--- src/rtl/tqr_pkg.sv ---
// ----------------------------------------------------------------------------
// Terrain quad refinement package
// Shared payload types, register indexes, state encodings and constants.
// ----------------------------------------------------------------------------
package tqr_pkg;

  localparam int FractionBits = 4;
  localparam logic [31:0] LcgMul   = 32'd214013;
  localparam logic [31:0] LcgAdd   = 32'd2531011;
  localparam logic [31:0] LcgReset = 32'd83838383;

  // Reciprocal of six scaled by two to the SixthShift; exact for 16-bit operands.
  localparam logic [15:0] SixthRecip = 16'd43691;
  localparam int          SixthShift = 18;

  typedef enum logic [2:0] {
    REG_PASS_MODE    = 3'd0,
    REG_ODD_VARIANT  = 3'd1,
    REG_MIN_HEIGHT   = 3'd2,
    REG_MAX_HEIGHT   = 3'd3,
    REG_MESH_DIVISOR = 3'd4
  } reg_idx_t;

  typedef enum logic [1:0] {
    CMD_REFINE = 2'd0,
    CMD_SEED   = 2'd1
  } cmd_code_t;

  typedef struct packed {
    logic        cmd;
    logic [31:0] seed;
    logic [15:0] corner_tl;
    logic [15:0] corner_tr;
    logic [15:0] corner_bl;
    logic [15:0] corner_br;
    logic [6:0]  quad_edge;
    logic [15:0] roughness;
  } in_item_t;

  typedef struct packed {
    logic [15:0] child_tl;
    logic [15:0] child_tr;
    logic [15:0] child_bl;
    logic [15:0] child_br;
  } out_item_t;

  typedef struct packed {
    logic        pass_mode;
    logic        odd_variant;
    logic [15:0] min_height;
    logic [15:0] max_height;
    logic [15:0] mesh_divisor;
  } cfg_t;

  // Queue entry: a classified job handed from the front to the back end.
  typedef struct packed {
    logic        is_seed;
    logic [31:0] seed;
    logic [3:0][17:0] kid;
    logic [6:0]  quad_edge;
    logic [15:0] roughness;
  } job_t;

  // Divider request/response travels as a struct.
  typedef struct packed {
    logic        start;
    logic [22:0] dividend;
    logic [16:0] divisor;
  } div_req_t;

  typedef struct packed {
    logic        done;
    logic [22:0] quot;
    logic [16:0] rem;
  } div_rsp_t;

  typedef enum logic [3:0] {
    ST_IDLE,
    ST_CENTER,
    ST_CENTER_WAIT,
    ST_DRAW,
    ST_DRAW_WAIT,
    ST_SIXTH,
    ST_SIXTH_LIMIT,
    ST_FINISH,
    ST_WRAP,
    ST_WRAP_WAIT,
    ST_STORE,
    ST_OUT
  } be_state_t;

endpackage

--- src/rtl/terrain_quad_refine_unit.sv ---
// ----------------------------------------------------------------------------
// Terrain quad refinement unit
// Bilinear child heights with random displacement from a 32-bit LCG.
// ----------------------------------------------------------------------------
//  Channel   Handshake          Payload
//  in_       in_valid/in_stall  in_item_t
//  out_      out_valid/out_stall out_item_t
//  cfg_      cfg_valid/cfg_ready cfg_index, cfg_data
//
// A refine transaction in the back end waits on the shared serial divider for
// each draw modulo, for the centre division in the altitude pass, and for each
// child that wraps in the odd roughness variant outside the altitude pass; a zero
// bound skips a draw modulo. The queue registers each job before the back end
// sees it; a seed transaction is taken straight from idle. Reset is synchronous
// and clears control state and the generator. A two-entry queue lets input be
// taken while the back end works, and the result register holds while out_stall
// is high.
module terrain_quad_refine_unit
  import tqr_pkg::*;
(
  input  logic      clk,
  input  logic      rst_n,
  input  logic      in_valid,
  output logic      in_stall,
  input  in_item_t  in_data,
  output logic      out_valid,
  input  logic      out_stall,
  output out_item_t out_data,
  input  logic      cfg_valid,
  output logic      cfg_ready,
  input  logic [2:0] cfg_index,
  input  logic [15:0] cfg_data
);

  cfg_t cfg_r, cfg_nxt;
  logic job_valid, job_pop, busy;
  job_t job;

  assign cfg_ready = 1'b1;

  always_comb begin
    cfg_nxt = cfg_r;
    if (cfg_valid && cfg_ready) begin
      unique case (reg_idx_t'(cfg_index))
        REG_PASS_MODE:    cfg_nxt.pass_mode    = cfg_data[0];
        REG_ODD_VARIANT:  cfg_nxt.odd_variant  = cfg_data[0];
        REG_MIN_HEIGHT:   cfg_nxt.min_height   = cfg_data;
        REG_MAX_HEIGHT:   cfg_nxt.max_height   = cfg_data;
        REG_MESH_DIVISOR: cfg_nxt.mesh_divisor = cfg_data;
        default: ;
      endcase
    end
  end

  always_ff @(posedge clk) begin
    if (!rst_n) begin
      cfg_r <= '{pass_mode: 1'b0, odd_variant: 1'b0, min_height: 16'd0,
                 max_height: 16'hffff, mesh_divisor: 16'd200};
    end else begin
      cfg_r <= cfg_nxt;
    end
  end

  tqr_front u_front (
    .clk(clk), .rst_n(rst_n), .in_valid(in_valid), .in_stall(in_stall),
    .in_data(in_data), .job_valid(job_valid), .job_pop(job_pop), .job(job)
  );

  tqr_back u_back (
    .clk(clk), .rst_n(rst_n), .cfg(cfg_r), .job_valid(job_valid),
    .job_pop(job_pop), .job(job), .out_valid(out_valid),
    .out_stall(out_stall), .out_data(out_data), .busy(busy)
  );

  a_pop_needs_job: assert property (@(posedge clk) disable iff (!rst_n)
    job_pop |-> job_valid) else $error("queue popped while empty");

  a_out_holds: assert property (@(posedge clk) disable iff (!rst_n)
    out_valid && out_stall |=> out_valid && $stable(out_data))
    else $error("result dropped under stall");

  a_busy_out: assert property (@(posedge clk) disable iff (!rst_n)
    out_valid |-> busy) else $error("result shown while idle");

endmodule

--- src/rtl/tqr_divider.sv ---
// ----------------------------------------------------------------------------
// Serial divider
// Unsigned restoring divider, one quotient bit per cycle.
// ----------------------------------------------------------------------------
module tqr_divider
  import tqr_pkg::*;
(
  input  logic     clk,
  input  logic     rst_n,
  input  div_req_t req,
  output div_rsp_t rsp
);

  logic [22:0] quot_r, quot_nxt;
  logic [17:0] rem_r, rem_nxt;
  logic [16:0] dvs_r, dvs_nxt;
  logic [4:0]  cnt_r, cnt_nxt;
  logic        busy_r, busy_nxt;
  logic        done_r, done_nxt;
  logic [17:0] trial;

  always_comb begin
    quot_nxt = quot_r;
    rem_nxt  = rem_r;
    dvs_nxt  = dvs_r;
    cnt_nxt  = cnt_r;
    busy_nxt = busy_r;
    done_nxt = 1'b0;
    trial    = {rem_r[16:0], quot_r[22]};
    if (req.start) begin
      quot_nxt = req.dividend;
      rem_nxt  = '0;
      dvs_nxt  = req.divisor;
      cnt_nxt  = 5'd0;
      busy_nxt = 1'b1;
    end else if (busy_r) begin
      if (trial >= {1'b0, dvs_r}) begin
        rem_nxt  = trial - {1'b0, dvs_r};
        quot_nxt = {quot_r[21:0], 1'b1};
      end else begin
        rem_nxt  = trial;
        quot_nxt = {quot_r[21:0], 1'b0};
      end
      cnt_nxt = cnt_r + 5'd1;
      if (cnt_r == 5'd22) begin
        busy_nxt = 1'b0;
        done_nxt = 1'b1;
      end
    end
  end

  always_ff @(posedge clk) begin
    if (!rst_n) begin
      busy_r <= 1'b0;
      done_r <= 1'b0;
    end else begin
      busy_r <= busy_nxt;
      done_r <= done_nxt;
    end
    quot_r <= quot_nxt;
    rem_r  <= rem_nxt;
    dvs_r  <= dvs_nxt;
    cnt_r  <= cnt_nxt;
  end

  assign rsp.done = done_r;
  assign rsp.quot = quot_r;
  assign rsp.rem  = rem_r[16:0];

endmodule

--- src/rtl/tqr_front.sv ---
// ----------------------------------------------------------------------------
// Refinement front end
// Accepts items, forms the bilinear child heights and queues the jobs.
// ----------------------------------------------------------------------------
module tqr_front
  import tqr_pkg::*;
(
  input  logic     clk,
  input  logic     rst_n,
  input  logic     in_valid,
  output logic     in_stall,
  input  in_item_t in_data,
  output logic     job_valid,
  input  logic     job_pop,
  output job_t     job
);

  localparam int Depth = 2;

  job_t        q_r [Depth];
  logic        wp_r, rp_r;
  logic [1:0]  cnt_r;
  logic        push;
  job_t        jin;

  function automatic logic [17:0] blend(input logic [15:0] w9, input logic [15:0] w3a,
                                        input logic [15:0] w3b, input logic [15:0] w1);
    logic [19:0] s;
    s = {w9, 3'b000} + {4'd0, w9} + {w3a, 1'b0} + {4'd0, w3a}
      + {w3b, 1'b0} + {4'd0, w3b} + {4'd0, w1};
    return {2'b00, s[19:4]};
  endfunction

  always_comb begin
    jin.is_seed     = in_data.cmd;
    jin.seed        = in_data.seed;
    jin.quad_edge   = in_data.quad_edge;
    jin.roughness   = in_data.roughness;
    jin.kid[0] = blend(in_data.corner_tl, in_data.corner_tr, in_data.corner_bl, in_data.corner_br);
    jin.kid[1] = blend(in_data.corner_tr, in_data.corner_tl, in_data.corner_br, in_data.corner_bl);
    jin.kid[2] = blend(in_data.corner_bl, in_data.corner_tl, in_data.corner_br, in_data.corner_tr);
    jin.kid[3] = blend(in_data.corner_br, in_data.corner_tr, in_data.corner_bl, in_data.corner_tl);
  end

  assign in_stall  = (cnt_r == 2'(Depth));
  assign push      = in_valid && !in_stall;
  assign job_valid = (cnt_r != 2'd0);
  assign job       = q_r[rp_r];

  always_ff @(posedge clk) begin
    if (!rst_n) begin
      wp_r  <= 1'b0;
      rp_r  <= 1'b0;
      cnt_r <= 2'd0;
    end else begin
      if (push) wp_r <= ~wp_r;
      if (job_pop) rp_r <= ~rp_r;
      cnt_r <= cnt_r + 2'(push) - 2'(job_pop);
    end
    if (push) q_r[wp_r] <= jin;
  end

endmodule

--- src/rtl/tqr_back.sv ---
// ----------------------------------------------------------------------------
// Refinement back end
// Runs the generator, the displacement draws and the clamp or wrap per child.
// ----------------------------------------------------------------------------
module tqr_back
  import tqr_pkg::*;
(
  input  logic      clk,
  input  logic      rst_n,
  input  cfg_t      cfg,
  input  logic      job_valid,
  output logic      job_pop,
  input  job_t      job,
  output logic      out_valid,
  input  logic      out_stall,
  output out_item_t out_data,
  output logic      busy
);

  be_state_t   state_r, state_nxt;
  logic [31:0] lcg_r, lcg_nxt;
  logic [22:0] center_r, center_nxt;
  logic [1:0]  kidx_r, kidx_nxt;
  logic signed [25:0] p_r, p_nxt;
  logic [3:0][15:0] res_r, res_nxt;
  logic        ov_r, ov_nxt;
  div_req_t    dreq;
  div_rsp_t    drsp;
  logic [31:0] lcg_step;
  logic [14:0] rnd15;
  logic [23:0] bound;
  logic [22:0] rprod;
  logic signed [25:0] lo, hi, q, tmp;
  logic [24:0] wrap_num;
  logic [15:0] sixth_mag;
  logic [31:0] sixth_prod;

  tqr_divider u_div (.clk(clk), .rst_n(rst_n), .req(dreq), .rsp(drsp));

  assign lcg_step = lcg_r * LcgMul + LcgAdd;
  assign rnd15    = lcg_step[30:16];
  assign rprod    = 23'(job.quad_edge) * 23'(job.roughness);
  assign bound    = (cfg.pass_mode && !cfg.odd_variant) || (cfg.pass_mode)
                    ? {center_r, 1'b0}
                    : (cfg.odd_variant ? {1'b0, center_r} : {center_r, 1'b0});
  assign lo = 26'(cfg.min_height);
  assign hi = 26'(cfg.max_height);
  assign busy = (state_r != ST_IDLE) || ov_r;
  assign out_valid = ov_r;
  assign out_data  = {res_r[0], res_r[1], res_r[2], res_r[3]};

  always_comb begin
    state_nxt  = state_r;
    lcg_nxt    = lcg_r;
    center_nxt = center_r;
    kidx_nxt   = kidx_r;
    p_nxt      = p_r;
    res_nxt    = res_r;
    ov_nxt     = ov_r && out_stall;
    job_pop    = 1'b0;
    dreq       = '0;
    q          = '0;
    tmp        = '0;
    wrap_num   = '0;
    sixth_mag  = '0;
    sixth_prod = '0;
    unique case (state_r)
      ST_IDLE: begin
        if (job_valid) begin
          if (job.is_seed) begin
            lcg_nxt = job.seed;
            job_pop = 1'b1;
          end else if (!ov_r || !out_stall) begin
            kidx_nxt  = 2'd0;
            state_nxt = ST_CENTER;
          end
        end
      end
      ST_CENTER: begin
        if (!cfg.pass_mode) begin
          center_nxt = 23'({job.quad_edge, FractionBits'(0)});
          state_nxt  = ST_DRAW;
        end else if (cfg.mesh_divisor == 16'd0) begin
          center_nxt = '0;
          state_nxt  = ST_DRAW;
        end else begin
          dreq.start    = 1'b1;
          dreq.dividend = rprod;
          dreq.divisor  = {1'b0, cfg.mesh_divisor};
          state_nxt     = ST_CENTER_WAIT;
        end
      end
      ST_CENTER_WAIT: begin
        if (drsp.done) begin
          center_nxt = drsp.quot;
          state_nxt  = ST_DRAW;
        end
      end
      ST_DRAW: begin
        lcg_nxt = lcg_step;
        p_nxt   = 26'(job.kid[kidx_r]);
        if (bound == 24'd0) begin
          state_nxt = ST_SIXTH;
        end else begin
          dreq.start    = 1'b1;
          dreq.dividend = 23'(rnd15);
          dreq.divisor  = bound[16:0];
          if (bound > 24'd32767) dreq.divisor = 17'h1ffff;
          state_nxt     = ST_DRAW_WAIT;
        end
      end
      ST_DRAW_WAIT: begin
        if (drsp.done) begin
          p_nxt     = p_r + 26'(drsp.rem);
          state_nxt = ST_SIXTH;
        end
      end
      ST_SIXTH: begin
        // The sixth of (max - kid) truncates toward zero, so divide the magnitude.
        if (!cfg.pass_mode && cfg.odd_variant) begin
          tmp        = hi - 26'(job.kid[kidx_r]);
          sixth_mag  = tmp[25] ? 16'(-tmp) : 16'(tmp);
          sixth_prod = 32'(sixth_mag) * 32'(SixthRecip);
          q          = tmp[25] ? -26'(sixth_prod >> SixthShift)
                               : 26'(sixth_prod >> SixthShift);
          p_nxt      = p_r + 26'({center_r, 1'b0}) - q;
          state_nxt  = ST_SIXTH_LIMIT;
        end else begin
          state_nxt = ST_FINISH;
        end
      end
      ST_SIXTH_LIMIT: begin
        if (p_r < lo) begin
          p_nxt     = p_r + lo + 26'd1;
          state_nxt = ST_STORE;
        end else if (p_r > hi) begin
          state_nxt = ST_WRAP;
        end else begin
          state_nxt = ST_STORE;
        end
      end
      ST_WRAP: begin
        wrap_num      = 25'(p_r);
        dreq.start    = 1'b1;
        dreq.dividend = wrap_num[22:0];
        dreq.divisor  = 17'(hi) + 17'd1;
        state_nxt     = ST_WRAP_WAIT;
      end
      ST_WRAP_WAIT: begin
        if (drsp.done) begin
          p_nxt     = 26'(drsp.rem);
          state_nxt = ST_STORE;
        end
      end
      ST_FINISH: begin
        p_nxt = p_r - 26'(center_r);
        if (cfg.odd_variant) begin
          tmp   = 26'(job.kid[kidx_r]);
          p_nxt = p_nxt + (tmp >>> 2);
          if (p_nxt < lo) p_nxt = lo;
          else if (p_nxt > hi) p_nxt = p_nxt - hi - 26'd1;
        end else begin
          if (p_nxt < lo) p_nxt = lo;
          else if (p_nxt > hi) p_nxt = hi;
        end
        state_nxt = ST_STORE;
      end
      ST_STORE: begin
        res_nxt[kidx_r] = p_r[15:0];
        kidx_nxt = kidx_r + 2'd1;
        if (kidx_r == 2'd3) state_nxt = ST_OUT;
        else state_nxt = ST_DRAW;
      end
      ST_OUT: begin
        ov_nxt    = 1'b1;
        job_pop   = 1'b1;
        state_nxt = ST_IDLE;
      end
      default: state_nxt = ST_IDLE;
    endcase
  end

  always_ff @(posedge clk) begin
    if (!rst_n) begin
      state_r <= ST_IDLE;
      lcg_r   <= LcgReset;
      ov_r    <= 1'b0;
    end else begin
      state_r <= state_nxt;
      lcg_r   <= lcg_nxt;
      ov_r    <= ov_nxt;
    end
    center_r <= center_nxt;
    kidx_r   <= kidx_nxt;
    p_r      <= p_nxt;
    res_r    <= res_nxt;
  end

endmodule

--- config.mk ---
export PLATFORM = sky130hd
export DESIGN_NAME = terrain_quad_refine_unit
export DESIGN_NICKNAME = d
export VERILOG_FILES = /design/src/rtl/tqr_pkg.sv /design/src/rtl/terrain_quad_refine_unit.sv /design/src/rtl/tqr_divider.sv /design/src/rtl/tqr_front.sv /design/src/rtl/tqr_back.sv
export SDC_FILE = /design/constraint.sdc
export NUM_CORES = 2
export LEC_CHECK = 0
export BUFFER_PORTS_ARGS = -buffer_cell sky130_fd_sc_hd__buf_4
export CAP_MARGIN = 5
export CORE_MARGIN = 2
export CORE_UTILIZATION = 50
export DETAILED_ROUTE_END_ITERATION = 7
export HOLD_SLACK_MARGIN = 0.03
export PLACE_DENSITY_LB_ADDON = 0.08
export SYNTH_ARGS = -nofsm -noshare
export SYNTH_HDL_FRONTEND = slang
export SYNTH_SLANG_ARGS = --single-unit
--- constraint.sdc ---
create_clock -name clk -period 31.5 [get_ports clk]
set_clock_uncertainty 0.2 [all_clocks]
set_input_delay 1.575 -clock clk [delete_from_list [all_inputs] [get_ports clk]]
set_output_delay 1.575 -clock clk [all_outputs]
set_load 0.02 [all_outputs]
# Yosys cells after proc, flatten, opt, wreduce, memory -nomap -nowiden

Memories as Yosys holds them, arrays and structs flattened. A register that Yosys moved wholly into a read port is not among the register bits.
Cells that the tools add are included.

Bits in registers: 270
RAM bits: 240
Input port bits: 144
Logic and storage cells: 211
Memories kept: 1

$add $sub $neg: 43
$mul: 3
Magnitude comparators: 10
Equality and inequality tests: 28
Mux-type cells: 65
Bitwise logic cells: 4
Reductions and logical operators: 33

Memories:

| memory      | depth | bits a word | read ports | clocked after memory_dff | wr ports | RTL line        | text |
|---|---|---|---|---|---|---|---|
| u_front.q_r | 2     | 120         | 1          | 1                        | 1        | tqr_front.sv:20 | `job_t q_r [Depth];` |

Operator list:

| cell                                                                   | count |
|---|---|
| 26-bit two-way mux                                                     | 10 |
| 20-bit by 16-bit adder with 20-bit output                              | 12 |
| 20-bit by 17-bit adder with 20-bit output                              | 8 |
| 26-bit case mux with 6 select lines                                    | 1 |
| 41-bit two-way mux                                                     | 3 |
| 41-bit case mux with 3 select lines                                    | 1 |
| 23-bit two-way mux                                                     | 5 |
| 19-bit by 16-bit adder with 20-bit output                              | 4 |
| 26-bit by 17-bit greater-than comparator with 1-bit output             | 3 |
| 26-bit by 17-bit less-than comparator with 1-bit output                | 3 |
| 64-bit bitwise mux                                                     | 1 |
| 32-bit two-way mux                                                     | 2 |
| 32-bit case mux with 2 select lines                                    | 1 |
| 26-bit by 17-bit adder with 26-bit output                              | 2 |
| 24-bit two-way mux                                                     | 2 |
| 23-bit case mux with 2 select lines                                    | 1 |
| 4-bit case mux with 11 select lines                                    | 1 |
| 18-bit binary-select mux with 2-bit select                             | 1 |
| 4-bit two-way mux                                                      | 9 |
| 17-bit two-way mux                                                     | 2 |
| 32-bit by 22-bit adder with 32-bit output (second input constant)      | 1 |
| 16-bit demux with 2-bit select                                         | 1 |
| 16-bit by 16-bit multiplier with 32-bit output (second input constant) | 1 |
| 32-bit by 18-bit multiplier with 32-bit output (second input constant) | 1 |
| other kinds (55)                                                       | 110 |

# Logic depth before layout (Yosys ltp)

Depth after elaboration: 11
Depth in mapped cells: 58

# Hierarchy

Synthesis repeated with hierarchy kept, for this count alone.

Cells, all modules: 5,872
Area, all modules: 58,386.0 um2

Modules (own cells, without submodules):

| module                   | times used | cells each | area each (um2) | seq. area each (um2) |
|---|---|---|---|---|
| tqr_back                 | 1          | 3,758      | 33,179.3        | 4,174.0 |
| tqr_front                | 1          | 1,577      | 19,581.3        | 7,307.0 |
| tqr_divider              | 1          | 332        | 3,549.7         | 1,681.6 |
| terrain_quad_refine_unit | 1          | 205        | 2,075.7         | 1,001.0 |

# Worst setup path after synthesis

No wires, ideal clock.

Path kind: flip-flop to flip-flop
Start: register with a tool-made name
End: register u_back.p_r[24] (data pin)
Library setup time: 273 ps
Arrival: 12,781 ps
Data required time: 31,027 ps
Slack: 18,246 ps
Cell stages (with the launch flop): 54
Path buffers: 3
Clock period less this slack: 13,254 ps
Cells stage by stage: dfxtp_1 -> buf_1 -> buf_1 -> mux4_2 -> nand2_1 -> nand2_1 -> ha_1 -> fa_1 -> nand2b_1 -> a21oi_1 -> o21ai_0 -> nand2_1 -> nand3_1 -> nand2_1 -> xnor2_1 -> o21ai_0 -> nor3_1 -> nand3_1 -> (+18 left out) -> a31oi_2 -> a21oi_1 -> xnor2_1 -> or3b_1 -> buf_1 -> o31ai_1 -> xor2_1 -> fa_1 -> ha_1 -> and3_1 -> and3_1 -> a211o_1 -> nand2_1 -> o21ai_0 -> o41ai_1 -> o21ai_0 -> xnor2_1 -> o221ai_1

RTL lines:

| what                 | RTL line        | text |
|---|---|---|
| end signal, assigned | tqr_back.sv:195 | `p_r <= p_nxt;` |
| end, declared        | tqr_back.sv:24  | `logic signed [25:0] p_r, p_nxt;` |

==> reports/metrics.yaml <==
timing:
  setup_tns_ps: 0
  fmax_mhz: 63.0
  period_share_pct: 50.4
  rsz0062_at_grt: "no"
  hold_viol: 0
  worst_slack_ps: 15620
  max_slew.worst_pin.slew_ps: 1360
  setup_viol: 0
  layout_min_cycle_time_ps: 15880
  report.final.slew_viol_count: 0
  slew_headroom_pct: 9.02
finish:
  nNetsFinal: 7247
  register_area_um2: 14100
  multi_input_area_um2: 39100
  drive_gt1_share_pct: 8.53
  final_cell_mix: "864 x inv_1, 649 x fa_1, 607 x ha_1"
  design_area_um2: 62300
  fill_cells: 10154
  final_core_utilization_pct: 55.3
  synthToLayoutAreaGrowth_pct: 9.46
  layout_commonest_cell: "inv_1"
yosys:
  synth_edf_count: 393
  yosysWarnings: 0
  syn-num-nets: 7057
  synth-simple-area-share_pct: 11.0
  synth_compound_area_share_pct: 13.5
  syn-cell-area_um2: 56900
  synth-seq-cells: 508
  ys_types: 113
  ys_seq_area_share_pct: 24.8
  synth_top_family_by_area: "adder cells"
  yosys.area.top_type: "fa_1"
  synth_fa_ha_area_share_pct: 36.2
  yosys-top-cells-area: "fa_1 23%, edfxtp_1 21%, ha_1 13%"
  avgSynthCellArea_um2: 10.1
  synth_flop_cell: "edfxtp_1"
  synth_top_area_share_pct: 22.8
  synthXorXnorAreaFrac_pct: 4.60
  synthesis.instances: 5657
  async_flop_share_pct: 0
  synth.area.mux_share_pct: 3.19
worst_setup_path:
  worstReg2RegEnd: "u_back.p_r[15]"
  crit_path_end_kind: "flip-flop"
  cpMostUsedCell: "o21ai_0"
  cp-endpoint: "u_back.p_r[15]"
  slowest_stage: "dfxtp_4"
  slowest_delay_ps: 800
  crit_type: "reg2reg"
  required_ps: 31700
  crit_path_max_fanout: 33
  r2r_slack_ps: 15620
  worstPathArrival_ps: 16080
  worst_setup_path_start_kind: "flip-flop"
  reg2reg_depth: 52
routing:
  drc_errors: 0
  via_per_inst: 5.87
  first_pass_iters: 8
  ant_nets: 0
  via_count: 43454
  drt_iter0_markers: 3819
  drt-total-wl_mm: 181
  wl_per_cell_um: 24.5
global_route:
  grt-ovfl-total: 0
  grt_pass1_wl_mm: 274
  met2_usage_pct: 47.5
  grt_pass1_vias: 43190
  grt_util_met3_pct: 5.73
  groute.layer.met1.usage_pct: 44.3
  grt.busiest_layer: "met2"
  antenna_found_initial: 9
  grt_max_degree: 70
  grt_use_total_pct: 31.2
clocking:
  holdBufCountCts: 0
  post_cts_buffers: 0
  cts_buffers: 59
  clk_pin_slew_ps: 60
  insertion_delay_ps: 690
  cts_root_buf: "clkbuf_16"
  tritoncts: "yes"
  cts.sinks: 508
  post_cts_resized: 0
  clock_path_buffers: 3
  htree_levels: 2
die:
  die_area_um2: 117000
  io_pins: 211
  initial_core_util_pct: 50.5
  die_h_um: 341
  die_w_um: 341
  coreArea_um2: 113000
  rows: 123
placement:
  dp_hpwl_mm: 147
  port_buffers: 208
  place_area_um2: 60300
  pre_cts_ws_ps: 15830
  globalplace.congestion: 1.05
status:
  outcome: "finished clean"
run:
  drv_cap: 0
hold_path:
  hp-class: "reg2reg"
## flip-flops by register name, summed over array words and instances, names as in the netlist, 23 cells and up, named ones only
signal / flops
cfg_r: 50
u_back.out_data: 64
u_back.p_r: 26
u_back.u_div.quot_r: 23
u_front.q_r: 238
u_back.center_r: 23
u_back.lcg_r: 31
## cell usage after synthesis, types with 28 or more instances
cell type	count
and2_1	29
clkbuf_1	114
nor2_1	326
a21oi_1	277
fa_1	649
nand3_1	83
nand2b_1	43
inv_1	865
o21bai_1	31
mux2i_1	79
a211oi_1	63
o31ai_1	29
nand4_1	43
mux4_2	32
xor2_1	102
nand2_1	440
ha_1	607
nor3_1	76
a31oi_1	34
and3_1	54
a21o_1	107
o21a_1	39
o211ai_1	35
dfxtp_1	115
o21ai_0	243
xnor2_1	197
edfxtp_1	393
nor2b_1	76
a21boi_0	34
or3_1	28
## how the worst min path moves through the flow
| stage | from | to | cells past startpoint |
|---|---|---|---|
| 2_1_floorplan | cfg_r[14] | cfg_r[14] | 2 |
| 3_3_place_gp | cfg_r[15] | cfg_r[15] | 2 |
| 3_5_place_dp | cfg_r[15] | cfg_r[15] | 2 |
| 4_1_cts | cfg_r[15] | cfg_r[15] | 2 |
| 5_1_grt | cfg_r[2] | cfg_r[2] | 2 |
| 6_report | cfg_r[15] | cfg_r[15] | 2 |
## layer usage
layer / part of all wire, % / vias to the layer above
met4: 4.7 / 12
met2: 44 / 1569
li1: - / 19920
met1: 44 / 21569
met3: 7.7 / 384
met5: 0.039 / -
## critical path, delay by kind of cell, from the launching register on
kind / cells / cell delay, ps
compound gates: 20 / 5230
fa+ha+maj: 10 / 4180
simple gates: 12 / 3060
xor+xnor: 3 / 870
flops: 1 / 800
buf+inv: 6 / 600
mux: 1 / 590
## cells by family (layout without fill, tap and decap cells)
logic type      count (synthesis)  after routing
xor+xnor                      299            299
simple gates                 1307           1307
fa+ha+maj                    1256           1256
buf+inv                      1010           1249
compound gates               1138           1138
mux                           138            138
flops                         508            508
other cells                     1              2
## through the flow
step	cells	hold WS, ps
6_report	7397	287
4_1_cts	7395	284
3_5_place_dp	7285	274
3_3_place_gp	7285	270
2_1_floorplan	5657	249
5_1_grt	7397	308
## final cells by class
cell class / instances / area share (%)
antenna: 1 / 0.00402
inverter: 866 / 5.22
multi-input combinational: 4139 / 62.7
timing repair buffer: 273 / 3.30
tap: 1500 / 3.01
sequential: 508 / 22.6
clock buffer: 71 / 2.44
clock inverter: 39 / 0.727
Power is not shown: default switching activity piles up to over one toggle a cycle in this logic, so the estimate is an artifact.
